### config.mk
export PLATFORM = sky130hd
export DESIGN_NAME = file_extension_classifier
export DESIGN_NICKNAME = d
export VERILOG_FILES = /design/src/design/fec_pkg.sv /design/src/design/fec_front.sv /design/src/design/fec_queue.sv /design/src/design/fec_back.sv /design/src/design/file_extension_classifier.sv
export SDC_FILE = /design/constraint.sdc
export NUM_CORES = 1
export LEC_CHECK = 0
export BUFFER_PORTS_ARGS = -buffer_cell sky130_fd_sc_hd__buf_4
export CAP_MARGIN = 30
export CORE_UTILIZATION = 40
export DETAILED_ROUTE_END_ITERATION = 8
export GPL_ROUTABILITY_DRIVEN = 0
export HOLD_SLACK_MARGIN = 0.03
export SLEW_MARGIN = 20
export SYNTH_ARGS = -nofsm -noshare
export SYNTH_HDL_FRONTEND = slang
export SYNTH_SLANG_ARGS = --single-unit
### constraint.sdc
create_clock -name clk -period 11.5 [get_ports clk]
set_clock_uncertainty 0.2 [all_clocks]
set_input_delay 2.3 -clock clk [delete_from_list [all_inputs] [get_ports clk]]
set_output_delay 2.3 -clock clk [all_outputs]
set_load 0.1 [all_outputs]
### src/design/fec_pkg.sv
`timescale 1ns / 1ps

package fec_pkg;

  localparam int MAX_NAME_SPAN_DEF = 250;
  localparam int TAIL_DEPTH = 5;
  localparam int EXT_MAX = 4;
  localparam int NUM_ROWS = 7;
  localparam int NUM_COLS = 7;
  localparam int NUM_ENTRIES = NUM_ROWS * NUM_COLS;
  localparam int QUEUE_DEPTH = 2;

  localparam logic [7:0] DOT_CHAR = 8'h2E;
  localparam logic [7:0] LOWER_A = 8'h61;
  localparam logic [7:0] CASE_OFFSET = 8'h20;
  localparam logic [7:0] NO_MATCH = 8'hFF;

  // Extension bytes packed first character in the top byte, zero padded.
  typedef struct packed {
    logic        bad;
    logic [2:0]  ext_len;
    logic [31:0] ext;
  } ext_item_t;

  typedef struct packed {
    logic [2:0]  len;
    logic [31:0] chars;
  } ext_entry_t;

  localparam ext_entry_t NO_EXT = '{3'd0, 32'h0};

  localparam ext_entry_t EXT_TABLE [NUM_ENTRIES] = '{
    '{3'd3, {"BIN", 8'h00}}, NO_EXT, NO_EXT, NO_EXT, NO_EXT, NO_EXT, NO_EXT,
    '{3'd3, {"LRC", 8'h00}}, NO_EXT, NO_EXT, NO_EXT, NO_EXT, NO_EXT, NO_EXT,
    '{3'd3, {"NES", 8'h00}}, '{3'd3, {"SMS", 8'h00}},
    NO_EXT, NO_EXT, NO_EXT, NO_EXT, NO_EXT,
    '{3'd3, {"TXT", 8'h00}}, '{3'd1, {"C", 24'h0}}, '{3'd1, {"H", 24'h0}},
    NO_EXT, NO_EXT, NO_EXT, NO_EXT,
    '{3'd3, {"WAV", 8'h00}}, '{3'd3, {"MP3", 8'h00}}, '{3'd3, {"OGG", 8'h00}},
    '{3'd4, "FLAC"}, '{3'd3, {"AAC", 8'h00}}, '{3'd3, {"WMA", 8'h00}},
    '{3'd3, {"MID", 8'h00}},
    '{3'd2, {"DB", 16'h0}}, '{3'd3, {"BMP", 8'h00}}, '{3'd3, {"JPG", 8'h00}},
    '{3'd4, "JPEG"}, '{3'd3, {"GIF", 8'h00}}, '{3'd3, {"PNG", 8'h00}}, NO_EXT,
    '{3'd3, {"AVI", 8'h00}}, NO_EXT, NO_EXT, NO_EXT, NO_EXT, NO_EXT, NO_EXT
  };

  function automatic logic [7:0] to_upper(input logic [7:0] c);
    return (c >= LOWER_A) ? c - CASE_OFFSET : c;
  endfunction

endpackage

### src/design/fec_front.sv
`timescale 1ns / 1ps

module fec_front #(
  parameter int MAX_NAME_SPAN = fec_pkg::MAX_NAME_SPAN_DEF
) (
  input  logic              clk,
  input  logic              rst,
  input  logic              in_valid,
  output logic              in_ready,
  input  logic [7:0]        name_char,
  input  logic              q_full,
  output logic              push,
  output fec_pkg::ext_item_t push_item
);

  logic [7:0] tail [fec_pkg::TAIL_DEPTH];
  logic [7:0] name_len;
  logic       acc;
  logic       found;
  logic [2:0] dot_pos;
  logic [2:0] src_idx [fec_pkg::EXT_MAX];

  assign in_ready = !q_full;
  assign acc = in_valid && in_ready;
  assign push = acc && (name_char == 8'h00);

  always_comb begin
    found = 1'b0;
    dot_pos = 3'd0;
    for (int i = 0; i < fec_pkg::TAIL_DEPTH; i++) begin
      if (!found && (8'(i) < name_len) && (tail[i] == fec_pkg::DOT_CHAR)) begin
        found = 1'b1;
        dot_pos = 3'(i);
      end
    end
  end

  always_comb begin
    push_item.bad = !found || (dot_pos == 3'd0) ||
                    (name_len >= 8'(MAX_NAME_SPAN - 1));
    push_item.ext_len = dot_pos;
    push_item.ext = '0;
    for (int i = 0; i < fec_pkg::EXT_MAX; i++) begin
      src_idx[i] = dot_pos - 3'd1 - 3'(i);
      if (3'(i) < dot_pos) begin
        push_item.ext[8 * (fec_pkg::EXT_MAX - 1 - i) +: 8] =
          fec_pkg::to_upper(tail[src_idx[i]]);
      end
    end
  end

  always_ff @(posedge clk) begin
    if (rst || push) begin
      name_len <= 8'd0;
      for (int i = 0; i < fec_pkg::TAIL_DEPTH; i++) begin
        tail[i] <= 8'd0;
      end
    end else if (acc) begin
      tail[0] <= name_char;
      for (int i = 1; i < fec_pkg::TAIL_DEPTH; i++) begin
        tail[i] <= tail[i - 1];
      end
      if (name_len != 8'hFF) begin
        name_len <= name_len + 8'd1;
      end
    end
  end

endmodule

### src/design/fec_queue.sv
`timescale 1ns / 1ps

module fec_queue (
  input  logic               clk,
  input  logic               rst,
  input  logic               push,
  input  fec_pkg::ext_item_t push_item,
  output logic               full,
  output logic               head_valid,
  input  logic               pop,
  output fec_pkg::ext_item_t head_item
);

  localparam int PtrW = $clog2(fec_pkg::QUEUE_DEPTH);
  localparam int CntW = $clog2(fec_pkg::QUEUE_DEPTH + 1);

  fec_pkg::ext_item_t mem [fec_pkg::QUEUE_DEPTH];
  logic [PtrW-1:0] wr_ptr;
  logic [PtrW-1:0] rd_ptr;
  logic [CntW-1:0] count;
  logic            do_pop;

  assign full = (count == CntW'(fec_pkg::QUEUE_DEPTH));
  assign head_valid = (count != '0);
  assign head_item = mem[rd_ptr];
  assign do_pop = pop && head_valid;

  always_ff @(posedge clk) begin
    if (push) begin
      mem[wr_ptr] <= push_item;
    end
  end

  always_ff @(posedge clk) begin
    if (rst) begin
      wr_ptr <= '0;
      rd_ptr <= '0;
      count <= '0;
    end else begin
      if (push) begin
        wr_ptr <= (wr_ptr == PtrW'(fec_pkg::QUEUE_DEPTH - 1)) ? '0 : wr_ptr + 1'b1;
      end
      if (do_pop) begin
        rd_ptr <= (rd_ptr == PtrW'(fec_pkg::QUEUE_DEPTH - 1)) ? '0 : rd_ptr + 1'b1;
      end
      if (push && !do_pop) begin
        count <= count + 1'b1;
      end else if (!push && do_pop) begin
        count <= count - 1'b1;
      end
    end
  end

endmodule

### src/design/fec_back.sv
`timescale 1ns / 1ps

module fec_back (
  input  logic               clk,
  input  logic               rst,
  input  logic               head_valid,
  input  fec_pkg::ext_item_t head_item,
  output logic               pop,
  output logic               out_valid,
  input  logic               out_ready,
  output logic               recognized,
  output logic [2:0]         major_class,
  output logic [2:0]         minor_class,
  output logic [7:0]         type_code
);

  logic       hit;
  logic [2:0] row;
  logic [2:0] col;

  assign pop = head_valid && (!out_valid || out_ready);

  always_comb begin
    hit = 1'b0;
    row = 3'd0;
    col = 3'd0;
    for (int i = 0; i < fec_pkg::NUM_ENTRIES; i++) begin
      if (!hit && !head_item.bad &&
          (fec_pkg::EXT_TABLE[i].len != 3'd0) &&
          (fec_pkg::EXT_TABLE[i].len == head_item.ext_len) &&
          (fec_pkg::EXT_TABLE[i].chars == head_item.ext)) begin
        hit = 1'b1;
        row = 3'(i / fec_pkg::NUM_COLS);
        col = 3'(i % fec_pkg::NUM_COLS);
      end
    end
  end

  always_ff @(posedge clk) begin
    if (rst) begin
      out_valid <= 1'b0;
    end else if (pop) begin
      out_valid <= 1'b1;
    end else if (out_ready) begin
      out_valid <= 1'b0;
    end
  end

  always_ff @(posedge clk) begin
    if (pop) begin
      recognized <= hit;
      major_class <= row;
      minor_class <= col;
      type_code <= hit ? {1'b0, row, 1'b0, col} : fec_pkg::NO_MATCH;
    end
  end

endmodule

### src/design/file_extension_classifier.sv
`timescale 1ns / 1ps
// A terminating zero byte queues its result; the output register then shows it.
// Throughput: one name byte per cycle; the front stalls only when the 2-entry
// result queue is full, i.e. when a stalled output register holds back two
// more results behind the one it shows.
// Reset (rst, synchronous): clears the name tail, length count, queue and
// output valid.

module file_extension_classifier #(
  parameter int MAX_NAME_SPAN = fec_pkg::MAX_NAME_SPAN_DEF
) (
  input  logic       clk,
  input  logic       rst,
  input  logic       in_valid,
  output logic       in_ready,
  input  logic [7:0] name_char,
  output logic       out_valid,
  input  logic       out_ready,
  output logic       recognized,
  output logic [2:0] major_class,
  output logic [2:0] minor_class,
  output logic [7:0] type_code
);

  logic               q_full;
  logic               push;
  fec_pkg::ext_item_t push_item;
  logic               head_valid;
  logic               pop;
  fec_pkg::ext_item_t head_item;

  fec_front #(
    .MAX_NAME_SPAN(MAX_NAME_SPAN)
  ) u_front (
    .clk(clk),
    .rst(rst),
    .in_valid(in_valid),
    .in_ready(in_ready),
    .name_char(name_char),
    .q_full(q_full),
    .push(push),
    .push_item(push_item)
  );

  fec_queue u_queue (
    .clk(clk),
    .rst(rst),
    .push(push),
    .push_item(push_item),
    .full(q_full),
    .head_valid(head_valid),
    .pop(pop),
    .head_item(head_item)
  );

  fec_back u_back (
    .clk(clk),
    .rst(rst),
    .head_valid(head_valid),
    .head_item(head_item),
    .pop(pop),
    .out_valid(out_valid),
    .out_ready(out_ready),
    .recognized(recognized),
    .major_class(major_class),
    .minor_class(minor_class),
    .type_code(type_code)
  );

endmodule

==> results of run 1 <==
## stage by stage
stage / utilization [%] / cells / hold slack [ns] / setup WS [ns] / total power (µW)
after floorplan: - / 855 / 0.281 / 6.49 / 928
after global placement: 43.2 / 1125 / 0.295 / 6.39 / 1020
after detailed placement: 43.4 / 1128 / 0.307 / 6.34 / 1020
after CTS: 46.3 / 1160 / 0.319 / 6.26 / 1590
after global routing: 46.5 / 1163 / 0.360 / 5.87 / 1640
final: 46.5 / 1163 / 0.316 / 6.23 / 1580
## how the worst min path moves through the flow
stage | from | end | slack (ns) | depth (start not counted)
floorplan | u_queue.count[1] | u_queue.count[1] | 0.28 | 2
global placement | u_queue.rd_ptr | u_queue.rd_ptr | 0.30 | 2
detailed placement | u_queue.rd_ptr | u_queue.rd_ptr | 0.31 | 2
CTS | u_back.out_valid | u_back.out_valid | 0.32 | 2
global route | u_back.out_valid | u_back.out_valid | 0.36 | 2
finish | u_back.out_valid | u_back.out_valid | 0.32 | 2
## per-layer routing
layer | up-vias | global-route usage, %
met5 | - | 0
met4 | 0 | 11.4
met3 | 97 | 4.79
met2 | 367 | 35.0
met1 | 3436 | 29.6
li1 | 3365 | -
## cell usage after synthesis (4+ instances only)
master / count / area share, %
sky130_fd_sc_hd__nor4bb_1: 4 / 0.46
sky130_fd_sc_hd__xnor2_1: 5 / 0.50
sky130_fd_sc_hd__or3b_2: 7 / 0.70
sky130_fd_sc_hd__clkbuf_1: 21 / 0.90
sky130_fd_sc_hd__nor4_2: 5 / 0.72
sky130_fd_sc_hd__nor2b_1: 6 / 0.43
sky130_fd_sc_hd__nor2_1: 70 / 3.0
sky130_fd_sc_hd__a21oi_1: 35 / 2.0
sky130_fd_sc_hd__o2111ai_1: 10 / 1.0
sky130_fd_sc_hd__or2_2: 6 / 0.43
sky130_fd_sc_hd__o211ai_1: 7 / 0.60
sky130_fd_sc_hd__nand4_1: 15 / 1.1
sky130_fd_sc_hd__nor3b_1: 8 / 0.69
sky130_fd_sc_hd__o21ai_0: 25 / 1.4
sky130_fd_sc_hd__or3_1: 9 / 0.64
sky130_fd_sc_hd__or4_1: 4 / 0.34
sky130_fd_sc_hd__a211oi_1: 8 / 0.69
sky130_fd_sc_hd__a21o_1: 4 / 0.34
sky130_fd_sc_hd__inv_1: 40 / 1.7
sky130_fd_sc_hd__nand2_1: 63 / 2.7
sky130_fd_sc_hd__and3_1: 8 / 0.57
sky130_fd_sc_hd__a221oi_1: 7 / 0.70
sky130_fd_sc_hd__dfxtp_1: 14 / 3.2
sky130_fd_sc_hd__nor3_1: 27 / 1.5
sky130_fd_sc_hd__edfxtp_1: 126 / 43
sky130_fd_sc_hd__nand4b_1: 6 / 0.60
sky130_fd_sc_hd__o31ai_1: 6 / 0.52
sky130_fd_sc_hd__nor4b_1: 8 / 0.80
sky130_fd_sc_hd__nand2b_1: 13 / 0.93
sky130_fd_sc_hd__nand3_1: 35 / 2.0
sky130_fd_sc_hd__xor2_1: 7 / 0.70
sky130_fd_sc_hd__mux2i_1: 20 / 2.3
sky130_fd_sc_hd__mux2_2: 5 / 0.64
sky130_fd_sc_hd__buf_4: 5 / 0.43
sky130_fd_sc_hd__nor4_1: 20 / 1.4
sky130_fd_sc_hd__o21ai_1: 5 / 0.29
sky130_fd_sc_hd__and2_1: 36 / 2.6
sky130_fd_sc_hd__o22ai_1: 9 / 0.64
sky130_fd_sc_hd__a31oi_1: 8 / 0.57
sky130_fd_sc_hd__a21boi_0: 5 / 0.43
sky130_fd_sc_hd__o32ai_1: 7 / 0.70
sky130_fd_sc_hd__buf_2: 8 / 0.46
sky130_fd_sc_hd__nand3b_1: 12 / 1.0
sky130_fd_sc_hd__ha_1: 10 / 1.4
## sequential cells by signal (all words and copies together), names as in the netlist, named ones only
| name | cells |
|---|---|
| u_back.recognized | 1 |
| u_queue.wr_ptr | 1 |
| u_back.type_code | 7 |
| u_queue.count | 2 |
| u_front.tail | 40 |
| u_back.minor_class | 3 |
| u_front.name_len | 8 |
| u_queue.rd_ptr | 1 |
| u_queue.mem | 72 |
| u_back.major_class | 3 |
| u_back.out_valid | 1 |
## cells in the final DEF (no fill, tap or decap), types with 10 or more instances in the layout
cell                          n
sky130_fd_sc_hd__o21ai_0     25
sky130_fd_sc_hd__ha_1        10
sky130_fd_sc_hd__nand4_1     15
sky130_fd_sc_hd__edfxtp_1   126
sky130_fd_sc_hd__and2_1      36
sky130_fd_sc_hd__a21oi_1     35
sky130_fd_sc_hd__inv_1       40
sky130_fd_sc_hd__nand2_1     63
sky130_fd_sc_hd__nor4_1      20
sky130_fd_sc_hd__nand3_1     35
sky130_fd_sc_hd__nor3_1      27
sky130_fd_sc_hd__nor2_1      67
sky130_fd_sc_hd__dfxtp_1     13
sky130_fd_sc_hd__mux2i_1     20
sky130_fd_sc_hd__nand2b_1    12
sky130_fd_sc_hd__nand3b_1    12
sky130_fd_sc_hd__o2111ai_1   10
sky130_fd_sc_hd__buf_4       31
sky130_fd_sc_hd__clkbuf_16   17
## worst min-delay path, delay by kind of cell, from the launching register on
| kind | cells | cell delay, ns |
|---|---|---|
| AND/OR/NAND/NOR | 1 | 0.10 |
| AO/OA/AOI/OAI | 1 | 0.07 |
| flip-flops | 1 | 0.31 |
## power breakdown
| group | internal, µW | switching (µW) | total, µW |
|---|---|---|---|
| registers | 599 | 51.7 | 650 |
| logic | 115 | 250 | 364 |
| clock network | 345 | 225 | 570 |
| total | 1060 | 526 | 1580 |
## layout make-up
cell class	count	area share [%]
Tap cell	275	3.49
Sequential cell	140	41.2
Clock buffer	17	4.31
Inverter	42	1.60
Clock inverter	15	1.93
Multi-Input combinational cell	637	44.2
Timing Repair Buffer	37	3.26
## logic make-up (layout without fill, tap and decap cells)
family,Yosys count,in the layout
flip-flops,140,140
AO/OA/AOI/OAI,195,195
multiplexers,27,27
XOR/XNOR,14,14
buffers and inverters,78,111
AND/OR/NAND/NOR,391,391
adder cells (fa/ha/maj),10,10
==> impl.org, run 1 <==
** Status
- The flow ran to the end, and the final reports show no timing, DRC or antenna violations.

** Clocking
- CTS tree :: built
- Hold repair after CTS inserted 0 buffers.
- CTS built an H-tree with a depth of 4.
- Buffer cell driving the clock tree root :: sky130_fd_sc_hd__clkbuf_16
- Skew-Pair Late Insertion Delay :: 0.43 ns
- Post-CTS resize count :: 0
- Clock slew seen by the registers of the worst setup and hold paths :: about 0.060 ns
- Deepest clock path buffer count :: 2
- Number of sinks on the clock net :: between 100 and 150
- The number of clock buffers added by TritonCTS is 17.
- Post-CTS setup buffer count :: 0

** Setup path
- Worst EP arrival :: 5.30 ns
- Crit. Startpoint :: u_front.tail[0][7]
- The critical path contains buffers and inverters numbering 2 combined.
- The endpoint identified for the worst register-to-register timing path is u_queue.mem[0][30].
- Critical Path Sink Type :: register
- The slowest stage of the critical path is the sky130_fd_sc_hd__ha_1 cell.
- Worst setup path end :: u_queue.mem[0][30]
- Worst reg2reg startpoint :: u_front.tail[0][7]
- For flop-to-flop paths, the worst setup slack is 6.23 ns.
- On the worst path, the slowest cell contributes a delay of just over 0.8 ns.
- Along the worst path, the maximum fanout reaches 27.
- Cell depth of the worst setup path :: 11
- The kind of cell with the highest combined delay along the critical path is simple AND/OR/NAND/NOR gates.
- Traced cell by cell, the critical path runs through nor4_2, nand2_1, nand2_4, ha_1, inv_1, mux4_2, a221oi_1, mux2_2, inv_1, ha_1, a221oi_2.
- Worst-case reg-to-reg path depth :: 11
- The worst setup path is of the register to register kind.
- Data required time of the critical path :: 11.53 ns
- The worst setup path is launched from a register.

** Route
- Dividing the detail-routed wire length by the instance count gives approximately 21 µm.
- First drt pass iteration count :: 6
- After detailed routing, the wire length on met1 is 10,400 µm.
- Violation count after the first detailed-routing iteration :: 650
- Detailed-routed wire length on met3 :: about 1800 µm
- The count of nets left with antenna violations once routing finished came out at 0.
- In the routed design, unresolved DRC markers number 0.
- Vias :: about 7,300
- The detailed router used layers up to and including met4.
- Summed over all layers, the routed wires come to 24,300 µm.
- Detail-routed via count per cell :: approximately 6.2
- Wire segments on met2 add up to 11,000 µm in the final route.

** Floorplan
- The initial utilization of the core area, before any placement, comes to 41.2%.
- After floorplanning, the core was divided into 53 placement rows.
- Pin placement for this block handled 29 I/O pins.
- Core ar. :: 21,200 µm²
- Die extent in y :: 150 µm
- The floorplan step set the die width to 150 µm.
- Floorplan die area :: 22,400 µm²

** Flow run
- Max cap viols :: 0

** Placed design
- The count of buffers added on input and output ports is 28.
- Area post-placement :: 9210 µm²
- The HPWL after detailed placement is 17,800 µm.

** Synth
- Post-synthesis simple-gate area fraction :: 25.9%
- The number of nets in the synthesized netlist is between 800 and 900.
- Flip-flop and latch count after synthesis :: between 100 and 150
- The synthesized netlist devotes 17.1% of its cell area to compound gates.
- Leading register cell type out of synthesis :: sky130_fd_sc_hd__edfxtp_1
- During synthesis, Yosys emitted a total of 0 warnings.
- Synthesized area per cell :: 10.2 µm²
- The portion of synthesized area spent on multiplexers is 3.45%.
- The share of the Yosys chip area taken by registers is 46.5%.
- Dominant combinational cell family by area after synthesis :: simple AND/OR/NAND/NOR gates
- The synthesized netlist contains 99 unique library cells.
- Fraction of registers with async set/reset :: 0%
- Yosys mapped a number of flops with a built-in enable equal to 126.
- Cell area after technology mapping :: slightly below 9000 µm²
- Adder and majority gate portion of the synthesized area :: 1.43%
- After technology mapping, the gate count stands at 855.
- After Yosys synthesis, XOR and XNOR cells account for 1.72% of the synthesized area.

** Power and ir drop
- Peak supply drop :: about 94 µV
- Pwr dens :: 161 nW/µm²
- Cell leakage power :: 0.00347 µW

** Final layout
- Combined flip-flop and latch cell area :: between 4000 and 5000 µm²
- The multi-input combinational cells in the finished layout cover a total of 4360 µm².
- Final instance area :: 9860 µm²
- Ant. Diodes :: 0
- After filler insertion, the fill cell instance count of the layout stands at 2,010.
- In the final layout, the share of cells above drive strength 1 is 14.5%.
- Area delta synth->final :: 12.9%
- Final net count :: 897

** Worst hold path
- In this run the worst hold path is classified as register to register.

** Timing
- Hold Fails Final Rpt :: 0
- The worst pin sits at a relative slew slack of between 30 and 40%.
- Maximum clock frequency :: 190 MHz
- Final setup violation count :: 0
- After routing, the total negative slack on setup checks comes to 0 ns.
- For the pin with the worst max-slew slack, the measured transition is between 0.9 and 1 ns.
- Counting I/O delays and the setup requirement, the final critical path takes about 5.3 ns.
- Final max-slew violation count :: 0
- After layout, the worst path uses a little under half of the clock period.
- Setup repair after global routing left no endpoint under its margin.

** Global route
- Vias in the first global route :: about 7,000
- Remaining global-route overflow :: 0
- For this run, the total global-route usage over all layers was measured as 22.5%.
- Largest net degree at the start of global routing :: 88
- Number of antenna violations at the first check in global routing :: 0
- The first global-routing pass estimated around 38,000 µm of wire.
Note: power is estimated with default switching activity, not from simulation.
==> run 2, diff against run 1 <==
==> constraint.sdc (replaced) <==
create_clock -name clk -period 4.4 [get_ports clk]
set_clock_uncertainty 0.2 [all_clocks]
set_input_delay 0.88 -clock clk [delete_from_list [all_inputs] [get_ports clk]]
set_output_delay 0.88 -clock clk [all_outputs]
set_load 0.1 [all_outputs]
==> impl.org, run 2 (synthesis results as in run 1) <==
** Route
- The violation count after the first detailed-route iteration came to 745 (+15%).
- The number of iterations in the first detailed-routing pass came to 6 (unchanged).
- Final WL :: 24,800 µm (+2.0%)
- Detail-routed via count per cell :: 6.17 (-1.2%)
- DR DRC count :: 0 (unchanged)
- The number of routed nets with antenna violations is 0 (unchanged).
- Average wire per cell in the routed design :: 20.7 µm (-0.92%)
- The total number of vias is 7,386 (+1.7%).

** Global route
- The via count of the first global-routing pass was 6,916 (+1.8%).
- The largest net degree at the start of global routing was 44 (-50%).
- Total global routing track utilization :: 22.7% (+0.16 points)
- The wire length of the first global-routing pass came to 38,500 µm (+1.0%).
- Remaining global-route overflow :: 0 (unchanged)
- Number of antenna violations at the first check in global routing :: 0 (unchanged)

** Final layout
- Register name with the most flops :: u_queue.mem
- Flip-flop count of the largest register, all copies and words added :: 72 (unchanged)
- Leaving out fill and tap cells, the most frequent cell in the layout is sky130_fd_sc_hd__edfxtp_1.
- The library cells used most frequently in the layout, excluding fill and tap cells, are sky130_fd_sc_hd__edfxtp_1, sky130_fd_sc_hd__nor2_1, sky130_fd_sc_hd__buf_4.
- Filler cell count in the final layout :: 1,995 (-0.75%)
- The ratio of cells with drive above 1 in the final layout came to 17.8% (+3.3 points).
- Final net count :: 931 (+3.8%)
- The final standard cell area without fillers is 10,200 µm² (+3.0%).
- The area growth from synthesis to layout is 16.3%.
- In the final layout, the registers with the most flip-flops are u_queue.mem x72, u_front.tail x40, u_front.name_len x8.
- The number of antenna cells inserted is 0 (unchanged).

** Timing
- The total count of hold-check failures in the final report was 0 (unchanged).
- The final critical-path required period came to 4.22 ns (-1.04 ns).
- Final max-slew violation count :: 0 (unchanged)
- The worst-margin pin slew was 0.783 ns (-0.183 ns).
- The total of endpoints with negative setup slack in the final report was 0 (unchanged).
- Final Cycle Share :: 96.0% (+50 points)
- Setup WS post-layout :: 0.175 ns (-6.06 ns)
- Slew headroom :: 46.4% (+11 points)
- Maximum clock frequency :: 237 MHz (+25%)

** Floorplan
- Die width :: 150 µm (unchanged)
- The area of the placeable core is 21,200 µm² (unchanged).
- The die area came to 22,400 µm² (unchanged).
- The cell row count is 53 (unchanged).
- The total I/O pin count is 29 (unchanged).
- Die extent in y :: 150 µm (unchanged)
- Starting utilization of the core area :: 41.2% (unchanged)

** Setup path
- Worst Setup Start Kind :: register
- Maximum fanout along the worst path :: 5 (-81%)
- Data required time of the critical path :: 4.43 ns (-7.10 ns)
- The worst-case reg-to-reg path depth was 12 (+1).
- The critical path ends at u_queue.mem[0][30].
- The worst path arrival time came to 4.26 ns (-1.04 ns).
- The worst setup path is of the register to register kind.
- Setup slack of the most critical reg-to-reg path :: 0.18 ns (-6.06 ns)
- Critical Path Sink Type :: register
- The most critical setup path has its startpoint at u_front.name_len[6].
- In this run the critical register-to-register path is captured at u_queue.mem[0][30].
- Worst reg2reg startpoint :: u_front.name_len[6]

** Clocking
- The later-pin clock latency in the skew report came to 0.42 ns (about the same).
- Num CTS Buffers :: 17 (unchanged)
- Deepest clock path buffer count :: 2 (unchanged)
- Number of sinks on the clock net :: 140 (unchanged)
- CTS Hold Buffers Added :: 0 (unchanged)
- The level count of the clock H-tree came to 4 (unchanged).
- TritonCTS built the clock tree.
- The tree is rooted in a sky130_fd_sc_hd__clkbuf_16.
- The clock slew seen by the registers of the worst setup and hold paths came to 0.06 ns (about the same).

** Placed design
- Post-Place Setup Slack :: 0.119 ns (-6.22 ns)
- Dpl hpwl :: 18,400 µm (+3.8%)
- The standard cell area after detailed placement was 9450 µm² (+2.7%).
- The count of input and output buffers came to 28 (unchanged).

** Status
- The flow ran to the end, and the final reports show no timing, DRC or antenna violations.

** Power and ir drop
- The total power divided by cell area was 422 nW/µm² (+160%).
- The leakage power total is 0.00366 µW (+5.5%).
- The peak ir drop on the vdd network is 315 µV (+240%).

** Flow run
- The number of max-capacitance violations reported came to 0 (unchanged).

** Worst hold path
- The tightest min-delay check is of the register to register type.
## run 2: worst min path at each step
stage	startpoint	endpoint	slack, ns	cells past startpoint
after global placement	u_queue.rd_ptr	u_queue.rd_ptr	0.30	2
final	u_queue.rd_ptr	u_queue.rd_ptr	0.32	2
after CTS	u_queue.rd_ptr	u_queue.rd_ptr	0.32	2
after detailed placement	u_queue.rd_ptr	u_queue.rd_ptr	0.31	2
after global routing	u_queue.count[1]	u_back.out_valid	0.37	2
after floorplan	u_queue.count[1]	u_queue.count[1]	0.28	2
## run 2: metal layers
metal	vias up	global-route usage [%]	share of wire (%)
met5	-	0	0
met2	390	35.2	45
li1	3427	-	-
met4	0	12.1	4.8
met1	3475	29.9	43
met3	94	4.21	7.0
## run 2: worst max-delay path: stages (launching register included)
cell and delay [ns]:
sky130_fd_sc_hd__dfxtp_1 0.36, sky130_fd_sc_hd__or4_4 0.61, sky130_fd_sc_hd__nor2_2 0.31, sky130_fd_sc_hd__nor2_2 0.14, sky130_fd_sc_hd__o21ai_0 0.24, sky130_fd_sc_hd__ha_1 0.32
sky130_fd_sc_hd__mux2_2 0.29, sky130_fd_sc_hd__o31ai_1 0.39, sky130_fd_sc_hd__o2111ai_1 0.18, sky130_fd_sc_hd__o32ai_1 0.33, sky130_fd_sc_hd__o21ai_1 0.19, sky130_fd_sc_hd__a21bo_1 0.23
sky130_fd_sc_hd__a221oi_2 0.24
## run 2: per-stage QoR
| step | util [%] | std cells | setup TNS (ns) | hold slack (ns) | power, µW |
|---|---|---|---|---|---|
| after floorplan | - | 855 | 0 | 0.281 | 2420 |
| after global placement | 44.5 | 1162 | 0 | 0.296 | 2710 |
| after detailed placement | 44.5 | 1162 | 0 | 0.308 | 2710 |
| after CTS | 47.6 | 1194 | 0 | 0.324 | 4300 |
| after global routing | 47.9 | 1197 | -0.0132 | 0.366 | 4450 |
| final | 47.9 | 1197 | 0 | 0.318 | 4290 |
## run 2: layout make-up
class	count	area (µm²)	area share, %
Clock buffer	21	460	4.53
Inverter	42	158	1.55
Tap cell	275	344	3.39
Multi-Input combinational cell	637	4380	43.1
Sequential cell	140	4070	40.0
Timing Repair Buffer	71	566	5.57
Clock inverter	11	190	1.87
## run 2: where the power goes
| part | internal (µW) | switching, µW | total (µW) |
|---|---|---|---|
| sequential | 1560 | 130 | 1690 |
| combinational | 341 | 672 | 1010 |
| clock | 1030 | 546 | 1580 |
## run 2: repair_timing
item                                    in CTS  in global routing
buffers inserted                             0                  1
endpoints found under the setup margin       0                  8
gates resized for setup                      0                  4
